[src/design/ple_pkg.sv]
`default_nettype none

package ple_pkg;

	// Defaults for the top-level parameters
	localparam int DEPTH_DEF      = 16;
	localparam int DATA_WIDTH_DEF = 32;

	// Widest cell index and entry count over the supported depth range
	localparam int POS_MAX_W = 10;
	localparam int CNT_MAX_W = 11;

	// Request modes
	localparam logic [2:0] MODE_INSERT = 3'd0;
	localparam logic [2:0] MODE_DELETE = 3'd1;
	localparam logic [2:0] MODE_REMOVE = 3'd2;
	localparam logic [2:0] MODE_FIND   = 3'd3;
	localparam logic [2:0] MODE_READ   = 3'd4;

	// Result status codes
	localparam logic [2:0] STAT_OK       = 3'd0;
	localparam logic [2:0] STAT_BADPOS   = 3'd1;
	localparam logic [2:0] STAT_FULL     = 3'd2;
	localparam logic [2:0] STAT_NOTFOUND = 3'd3;
	localparam logic [2:0] STAT_EMPTY    = 3'd4;

	// Operation broadcast along the cell row
	typedef enum logic [2:0] {
		CELL_NOP  = 3'd0,
		CELL_INS  = 3'd1,
		CELL_DEL  = 3'd2,
		CELL_REM  = 3'd3,
		CELL_READ = 3'd4
	} cell_op_t;

	typedef struct packed {
		logic                 cap;
		cell_op_t             op;
		logic [POS_MAX_W-1:0] pos;
		logic [CNT_MAX_W-1:0] count;
	} cell_ctl_t;

	typedef struct packed {
		logic [2:0]          mode;
		logic [4:0]          position;
		logic signed [31:0]  value;
	} req_t;

	typedef struct packed {
		logic [2:0]          status;
		logic signed [31:0]  data_out;
		logic [3:0]          found_position;
		logic [4:0]          length;
	} rsp_t;

endpackage

`default_nettype wire

[src/design/ple_cell.sv]
`default_nettype none

module ple_cell import ple_pkg::*; #(
	parameter int IDX        = 0,
	parameter int DATA_WIDTH = DATA_WIDTH_DEF
) (
	input  wire                   clk,
	input  cell_ctl_t             ctl,
	input  wire  [DATA_WIDTH-1:0] value,
	input  wire  [DATA_WIDTH-1:0] left_data,
	input  wire  [DATA_WIDTH-1:0] right_data,
	input  wire                   seen_in,
	output logic                  seen_out,
	output logic [DATA_WIDTH-1:0] entry,
	output logic                  first,
	output logic [DATA_WIDTH-1:0] taken
);

	localparam logic [POS_MAX_W-1:0] IDX_P = POS_MAX_W'(IDX);
	localparam logic [CNT_MAX_W-1:0] IDX_C = CNT_MAX_W'(IDX);

	logic [DATA_WIDTH-1:0] entry_q;
	logic                  hit_q;
	logic                  hit;
	logic                  at_pos;
	logic                  after_pos;
	logic                  sel;

	// Qualify the stored match with occupancy and pass the seen flag on
	assign hit       = hit_q & (IDX_C < ctl.count);
	assign seen_out  = seen_in | hit;
	assign first     = hit & ~seen_in;
	assign at_pos    = (IDX_P == ctl.pos);
	assign after_pos = (IDX_P > ctl.pos);
	assign entry     = entry_q;

	// Pick the entry that leaves the list or is read
	always_comb begin
		case (ctl.op)
			CELL_DEL:  sel = at_pos;
			CELL_READ: sel = at_pos;
			CELL_REM:  sel = first;
			default:   sel = 1'b0;
		endcase
	end

	assign taken = sel ? entry_q : '0;

	// Compare on accept, shift or load while the request executes
	always_ff @(posedge clk) begin
		if (ctl.cap) begin
			hit_q <= (entry_q == value);
		end
		case (ctl.op)
			CELL_INS: begin
				if (after_pos) begin
					entry_q <= left_data;
				end else if (at_pos) begin
					entry_q <= value;
				end
			end
			CELL_DEL: begin
				if (at_pos || after_pos) begin
					entry_q <= right_data;
				end
			end
			CELL_REM: begin
				if (seen_out) begin
					entry_q <= right_data;
				end
			end
			default: begin
			end
		endcase
	end

endmodule

`default_nettype wire

[src/design/positional_list_engine.sv]
`default_nettype none

// Ordered list of up to DEPTH words held in a row of cells, one entry per cell.
// Request channel: cmd (mode, position, value) is taken at a rising edge where
// start is high and busy is low. Result channel: rsp (status, data_out,
// found_position, length) is valid for exactly one cycle while done is high;
// the receiver cannot hold results off. Every result is registered; rsp keeps it
// until the next request executes, but done flags it as valid only once.
// The accepting edge latches the request and lets every cell compare its entry
// with the value; in the following cycle the first-match flag ripples along
// the cell row, the row shifts or loads in one step, and the result and done
// are registered. busy is high in the execute cycle, so no new request is
// taken until the current one has executed.
// Reset clears the entry count, the state and done; entry contents are left
// as they are and are never read before being written.
// Every request returns exactly one result, including unused modes, which
// change nothing and report ok.
module positional_list_engine import ple_pkg::*; #(
	parameter int DEPTH      = DEPTH_DEF,
	parameter int DATA_WIDTH = DATA_WIDTH_DEF
) (
	input  wire   clk,
	input  wire   arst_n,
	input  wire   start,
	output logic  busy,
	input  req_t  cmd,
	output logic  done,
	output rsp_t  rsp
);

	localparam int IW   = (DEPTH > 1) ? $clog2(DEPTH) : 1;
	localparam int CW   = $clog2(DEPTH + 1);
	localparam int CMPW = (CW > 5) ? CW : 5;

	typedef enum logic [1:0] {
		ST_IDLE = 2'b01,
		ST_EXEC = 2'b10
	} state_t;

	state_t                state_q;
	logic   [CW-1:0]       count_q;
	req_t                  req_s1;
	logic                  done_q;
	rsp_t                  rsp_q;

	logic                  accept;
	logic [DATA_WIDTH-1:0] in_word;
	logic [DATA_WIDTH-1:0] req_word;
	logic [DATA_WIDTH-1:0] cell_value;
	cell_ctl_t             ctl;
	cell_op_t              op;
	logic [IW-1:0]         tpos;
	logic [2:0]            status;
	logic [CW-1:0]         next_count;
	logic [DATA_WIDTH-1:0] dout;
	logic [IW-1:0]         fidx;
	logic [3:0]            fpos;
	logic                  empty;
	logic                  full;
	logic                  any_hit;
	logic [CMPW-1:0]       pos_w;
	logic [CMPW-1:0]       cnt_w;

	logic [DATA_WIDTH-1:0] ent   [DEPTH];
	logic [DATA_WIDTH-1:0] take  [DEPTH];
	logic                  first [DEPTH];
	logic                  seen  [DEPTH+1];

	assign accept   = start & ~busy;
	assign busy     = (state_q == ST_EXEC);
	assign in_word  = DATA_WIDTH'($unsigned(cmd.value));
	assign req_word = DATA_WIDTH'($unsigned(req_s1.value));

	// Compare against the new value on accept, load the latched one on insert
	assign cell_value = busy ? req_word : in_word;

	assign empty = (count_q == '0);
	assign full  = (count_q == CW'(DEPTH));
	assign pos_w = CMPW'(req_s1.position);
	assign cnt_w = CMPW'(count_q);

	// Cell row
	assign seen[0] = 1'b0;
	assign any_hit = seen[DEPTH];

	for (genvar i = 0; i < DEPTH; i++) begin : g_cell
		logic [DATA_WIDTH-1:0] left_d;
		logic [DATA_WIDTH-1:0] right_d;

		if (i == 0) begin : g_lo
			assign left_d = '0;
		end else begin : g_lo
			assign left_d = ent[i-1];
		end
		if (i == DEPTH - 1) begin : g_hi
			assign right_d = '0;
		end else begin : g_hi
			assign right_d = ent[i+1];
		end

		ple_cell #(
			.IDX        (i),
			.DATA_WIDTH (DATA_WIDTH)
		) u_cell (
			.clk        (clk),
			.ctl        (ctl),
			.value      (cell_value),
			.left_data  (left_d),
			.right_data (right_d),
			.seen_in    (seen[i]),
			.seen_out   (seen[i+1]),
			.entry      (ent[i]),
			.first      (first[i]),
			.taken      (take[i])
		);
	end

	// Gather the leaving entry and the first match position
	always_comb begin
		dout = '0;
		fidx = '0;
		for (int i = 0; i < DEPTH; i++) begin
			dout = dout | take[i];
			if (first[i]) begin
				fidx = fidx | IW'(i);
			end
		end
	end

	// Decide the request outcome and the row operation
	always_comb begin
		op         = CELL_NOP;
		tpos       = IW'(req_s1.position);
		status     = STAT_OK;
		next_count = count_q;
		fpos       = '0;
		case (req_s1.mode)
			MODE_INSERT: begin
				if (full) begin
					status = STAT_FULL;
				end else if (!empty && (pos_w > cnt_w)) begin
					status = STAT_BADPOS;
				end else begin
					op         = CELL_INS;
					tpos       = empty ? '0 : IW'(req_s1.position);
					next_count = count_q + CW'(1);
				end
			end
			MODE_DELETE, MODE_READ: begin
				if (empty) begin
					status = STAT_EMPTY;
				end else if (pos_w >= cnt_w) begin
					status = STAT_BADPOS;
				end else if (req_s1.mode == MODE_DELETE) begin
					op         = CELL_DEL;
					next_count = count_q - CW'(1);
				end else begin
					op = CELL_READ;
				end
			end
			MODE_REMOVE, MODE_FIND: begin
				if (empty) begin
					status = STAT_EMPTY;
				end else begin
					if (req_s1.mode == MODE_REMOVE) begin
						op = CELL_REM;
					end
					if (!any_hit) begin
						status = STAT_NOTFOUND;
					end else begin
						fpos = 4'(fidx);
						if (req_s1.mode == MODE_REMOVE) begin
							next_count = count_q - CW'(1);
						end
					end
				end
			end
			default: begin
			end
		endcase
	end

	// Broadcast to the row; shifts only happen in the execute cycle
	always_comb begin
		ctl.cap   = accept;
		ctl.op    = busy ? op : CELL_NOP;
		ctl.pos   = POS_MAX_W'(tpos);
		ctl.count = CNT_MAX_W'(count_q);
	end

	// Hold the request for the execute cycle
	always_ff @(posedge clk) begin
		if (accept) begin
			req_s1 <= cmd;
		end
	end

	// Sequencer, count and result strobe
	always_ff @(posedge clk or negedge arst_n) begin
		if (!arst_n) begin
			state_q <= ST_IDLE;
			count_q <= '0;
			done_q  <= 1'b0;
		end else begin
			done_q <= 1'b0;
			case (state_q)
				ST_IDLE: begin
					if (accept) begin
						state_q <= ST_EXEC;
					end
				end
				ST_EXEC: begin
					count_q <= next_count;
					done_q  <= 1'b1;
					state_q <= ST_IDLE;
				end
				default: begin
					state_q <= ST_IDLE;
				end
			endcase
		end
	end

	// Register the result
	always_ff @(posedge clk) begin
		if (busy) begin
			rsp_q.status         <= status;
			rsp_q.data_out       <= 32'(dout);
			rsp_q.found_position <= fpos;
			rsp_q.length         <= 5'(next_count);
		end
	end

	assign done = done_q;
	assign rsp  = rsp_q;

	// One result for every execute cycle, and only then
	a_done_follows_exec: assert property (@(posedge clk) disable iff (!arst_n)
		done_q == $past(state_q == ST_EXEC))
		else $error("result strobe out of step with execute cycle");

	// Count never passes the capacity
	a_count_bound: assert property (@(posedge clk) disable iff (!arst_n)
		count_q <= CW'(DEPTH))
		else $error("entry count above capacity");

	// Count moves only in the execute cycle
	a_count_only_exec: assert property (@(posedge clk) disable iff (!arst_n)
		(state_q != ST_EXEC) |=> $stable(count_q))
		else $error("entry count changed outside execute cycle");

	// Failed requests return no data
	a_fail_no_data: assert property (@(posedge clk) disable iff (!arst_n)
		(done_q && (rsp_q.status != STAT_OK)) |-> (rsp_q.data_out == '0))
		else $error("failed request returned data");

endmodule

`default_nettype wire

[config.mk]
export PLATFORM = sky130hd
export DESIGN_NAME = positional_list_engine
export DESIGN_NICKNAME = d
export VERILOG_FILES = /design/src/design/ple_pkg.sv /design/src/design/ple_cell.sv /design/src/design/positional_list_engine.sv
export SDC_FILE = /design/constraint.sdc
export NUM_CORES = 2
export LEC_CHECK = 0
export BUFFER_PORTS_ARGS = -buffer_cell sky130_fd_sc_hd__buf_2
export CAP_MARGIN = 20
export CORE_AREA = 2 2 358 360
export DETAILED_ROUTE_END_ITERATION = 10
export DIE_AREA = 0 0 360 362
export GPL_ROUTABILITY_DRIVEN = 0
export PLACE_DENSITY = 0.46
export SKIP_CTS_REPAIR_TIMING = 1
export SYNTH_ARGS = -nofsm -noshare
export SYNTH_HDL_FRONTEND = slang
export SYNTH_HIERARCHICAL = 1
export SYNTH_SLANG_ARGS = --single-unit
[constraint.sdc]
create_clock -name clk -period 15.1 [get_ports clk]
set_input_delay 0.755 -clock clk [delete_from_list [all_inputs] [get_ports clk]]
set_output_delay 0.755 -clock clk [all_outputs]
set_load 0.02 [all_outputs]
## Yosys cells after proc, flatten, opt, wreduce, memory -nomap -nowiden

Cells that the tools add are included.
Widths: inputs -> output; s select.

- Register bits after elaboration: 620
- Input bits: 43
- Output and inout bits: 46
- Logic and storage cells: 451

- $add $sub $neg: 2
- $lt $le $gt $ge: 34
- Equal/unequal tests: 91
- Mux-type cells: 160
- Bitwise logic cells: 80
- Reductions and logical operators: 42

Operators with widths:

| kind | number |
|---|---|
| $mux 32 | 81 |
| $pmux 32 s3 | 16 |
| $eq 32x32->1 | 16 |
| $or 32x32->32 | 15 |
| $reduce_and 4->1 | 16 |
| $ne 2x1->1 const B | 31 |
| $mux 4 | 12 |
| $ne 3x1->1 const B | 16 |
| $lt 4x5->1 const A | 8 |
| $mux 5 | 8 |
| $and 1x1->1 | 32 |
| $eq 4x4->1 const A | 8 |
| $gt 4x4->1 const A | 8 |
| $pmux 1 s2 | 16 |
| $mux 3 | 10 |
| $lt 3x5->1 const A | 4 |
| $not 1->1 | 18 |
| $pmux 3 s3 | 2 |
| $eq 3x4->1 const A | 4 |
| $gt 3x4->1 const A | 4 |
| $logic_or 1x1->1 | 16 |
| $mux 2 | 8 |
| $or 1x1->1 | 15 |
| $pmux 5 s3 | 1 |
| other kinds (26) | 44 |

## Logic depth before layout (Yosys ltp)

- Word-level depth: 26
- Gate-level depth with buffers: 32
- Gate-level depth less buffers: 32

## Modules after synthesis

Netlist, hierarchy kept.

Modules (own cells, without submodules):

| module | instances | cells an instance | area an instance (µm²) | sequential area each (µm²) |
|---|---|---|---|---|
| positional_list_engine | 1 | 517 | 5098.6 | 2723.9 |
| ple_cell (g_cell[11].u_cell) | 1 | 238 | 2610.0 | 991.0 |
| ple_cell (g_cell[3].u_cell) | 1 | 238 | 2522.4 | 991.0 |
| ple_cell (g_cell[12].u_cell) | 1 | 241 | 2491.1 | 991.0 |
| ple_cell (g_cell[6].u_cell) | 1 | 240 | 2482.4 | 991.0 |
| ple_cell (g_cell[10].u_cell) | 1 | 245 | 2449.8 | 991.0 |
| ple_cell (g_cell[14].u_cell) | 1 | 243 | 2434.8 | 991.0 |
| ple_cell (g_cell[13].u_cell) | 1 | 239 | 2417.3 | 991.0 |
| ple_cell (g_cell[15].u_cell) | 1 | 238 | 2409.8 | 991.0 |
| ple_cell (g_cell[2].u_cell) | 1 | 239 | 2409.8 | 991.0 |
| ple_cell (g_cell[5].u_cell) | 1 | 239 | 2408.6 | 991.0 |
| ple_cell (g_cell[8].u_cell) | 1 | 237 | 2403.6 | 991.0 |
| ple_cell (g_cell[9].u_cell) | 1 | 242 | 2401.1 | 991.0 |
| ple_cell (g_cell[1].u_cell) | 1 | 239 | 2396.0 | 991.0 |
| 3 more rows | -- | -- | -- | -- |

## Worst setup path before layout

Ideal clock, no wire load.

- Path kind: flip-flop to flip-flop
- From: reg count_q[4] (netlist: cnt_w[4])
- To: reg g_cell[6].u_cell.entry_q[0], enable pin
- Library setup time: 0.466 ns
- Arrival time: 12.834 ns
- Data required time: 14.634 ns
- Path slack: 1.801 ns
- Stages on the path, launching flop included: 12
- Buffers on the path: 1
- Path through: dfrtp_1 buf_2 inv_1 ha_1 nand4_1 or2_2 o21ai_1 mux2_2 nand2_1 a2111oi_0 nand2_1 o21ai_0

RTL lines:

| what | line | text |
|---|---|---|
| start: declaration | positional_list_engine.sv:41 | `logic [CW-1:0] count_q;` |
| start signal: assignment | positional_list_engine.sv:213 | `count_q <= next_count;` |
| end signal: assignment | ple_cell.sv:57 | `entry_q <= left_data;` |
| end signal: assignment | ple_cell.sv:59 | `entry_q <= value;` |
| end signal: assignment | ple_cell.sv:64 | `entry_q <= right_data;` |
| end: declaration | ple_cell.sv:22 | `logic [DATA_WIDTH-1:0] entry_q;` |

==> run summary <==
most common cell after layout, fill and taps aside - edfxtp_1
GR Util met1 - 38.2%
P_int - 3220 uW
GR Util met2 - 39.6%
layer with the highest usage - met2
Max VDD drop - 0.0754 mV
routed len/inst - 27.7 microns
largest net degree at the start of global routing - 68
CP delay by family, top - compound AO/OA/AOI/OAI gates
met3 Resource Use GR - 3.54%
post-placement cell area - 47000 sq um
Root Buffer - clkbuf_16
final cell count without fillers - 6308
area occupied by multi-input gates - 24900 sq um
vias per std cell - 5.41
Pwr Density - 90.2 nW/um^2
final hold viol count - 0
commonest non-fill, non-tap cells in the layout - 612 x edfxtp_1, 587 x nand2_1, 521 x xor2_1
Worst path max stage delay - 0.62 ns
Yosys warning count - 6
combinational share of power - 13.6%
vias - 34100
Rows - 131
clock share of power - 42.5%
Worst Path Required - 15.57 ns
critical path's slowest cell - dfrtp_1
I/O pin cnt - 89
Core Area - 127000 sq um
WP data arrival - 7.64 ns
input/output buffers - 88
DP HPWL - 129000 microns
first-pass GRT wire length - 248000 microns
setup TNS - 0 ns
initial antenna violation count - 9
final antenna-violating net count - 0
CP bufs+invs - 7
area of the mapped netlist - 44000 sq um
Lkg Pwr - 0.0194 uW
total CTS buffers - 82
Seq pwr share - 43.9%
DRT iter0 DRCs - 3374
TritonRoute pass-1 iters - 7
final setup fails - 0
fmax - 140 MHz
Post-Place Cells - 6156
grt ovf - 0
vias in the first global route - 32600
Switching Power - 1260 uW
cells after synthesis - 4281
Initial Util - 34.7%
RSZ-0062 raised after global routing - no
period utilization - 47.5%
Critical Path Source Type - register
H-tree Lvls - 3
Final min period - 7.17 ns
die area - 130000 sq um
layout cells sized above 1 - 14.6%
worst hold path type - in2reg
Residual DRC - 0
worst-path fanout max - 20
Avg Cell Area, Syn - 10.3 sq um
CTS tree - built
Chip Width - 360 microns
worst rel slew slack - 10.5%
worst skew pair latency - 0.68 ns
Clock transition at path regs - 0.05 ns
CP Class - reg2reg
Critical Path End Type - register
clock buffer depth - 3
Worst-Margin Slew - 1.33 ns
filler cell count - 12600
sw frac - 28.1%
outcome - completed
Final Skew - 0.0442 ns
area grow syn2layout - 12.8%
fin nets - 4632
Tot GR Track Use - 26.2%
Die Ht - 362 microns
max cap viols - 0
register area - 18600 sq um
Final Cell Area - 49600 sq um
WL final - 175000 microns
Final Max Slew Viols - 0
clock sinks - 620
-- registers in the layout, indices dropped and copies added, names as in the netlist --
signal,flops
pos_w,5
g_cell.u_cell/entry,512
g_cell.u_cell/hit_q,16
req_s1,3
done,1
req_word,32
state_q,2
cnt_w,5
rsp,44
-- per-stage QoR --
step,utilization [%],setup WS [ns],hold slack (ns),power [uW]
global route,39.1,7.08,0.224,4620
CTS,39.1,8.01,-0.106,4510
finish,39.2,7.93,0.254,4470
global placement,37.1,8.13,0.447,2590
detailed placement,37.1,8.09,0.461,2600
floorplan,-,1.80,0.413,2390
-- path summary, 6_finish.rpt --
path / from / endpoint / slack [ns] / cells after the start
worst max-delay path: cnt_w[1] / rsp[0] / 7.93 / 32
worst min-delay path: cmd[39] / req_s1[39] / 0.25 / 1
worst max register to register: cnt_w[1] / rsp[0] / 7.93 / 32
worst min register to register: state_q[0] / state_q[1] / 0.44 / 2
max in group asynchronous: arst_n / state_q[0] / 14.33 / 2
min in group asynchronous: arst_n / done / 0.47 / 2
-- power by group through the flow --
stage / clock network, uW / logic, uW / registers [uW]
2_1_floorplan: 0 / 397 / 1990
3_3_place_gp: 0 / 593 / 2000
3_5_place_dp: 0 / 600 / 2000
4_1_cts: 1940 / 602 / 1960
5_1_grt: 2000 / 660 / 1970
6_report: 1900 / 609 / 1960
-- cell type report --
type | instances | area share [%]
multi-input combinational | 3635 | 50.2
sequential | 620 | 37.5
clock buffer | 111 | 4.48
tap | 1662 | 4.19
timing repair buffer | 215 | 2.86
clock inverter | 34 | 0.545
inverter | 28 | 0.217
antenna | 3 | 0.0151
-- worst register-to-register path: cells and delay by family, from the launching register on --
family	cells	cell delay, ns
AO/OA/AOI/OAI	17	4.12
buffers and inverters	7	0.80
flip-flops	1	0.62
AND/OR/NAND/NOR	8	1.43
-- routing by layer --
layer	share of wire, %	wire, microns
met5	0.0074	13
met4	3.8	6610
met2	43	75600
met3	6.2	10800
met1	47	81600
Power figures use the tool's default switching activity.
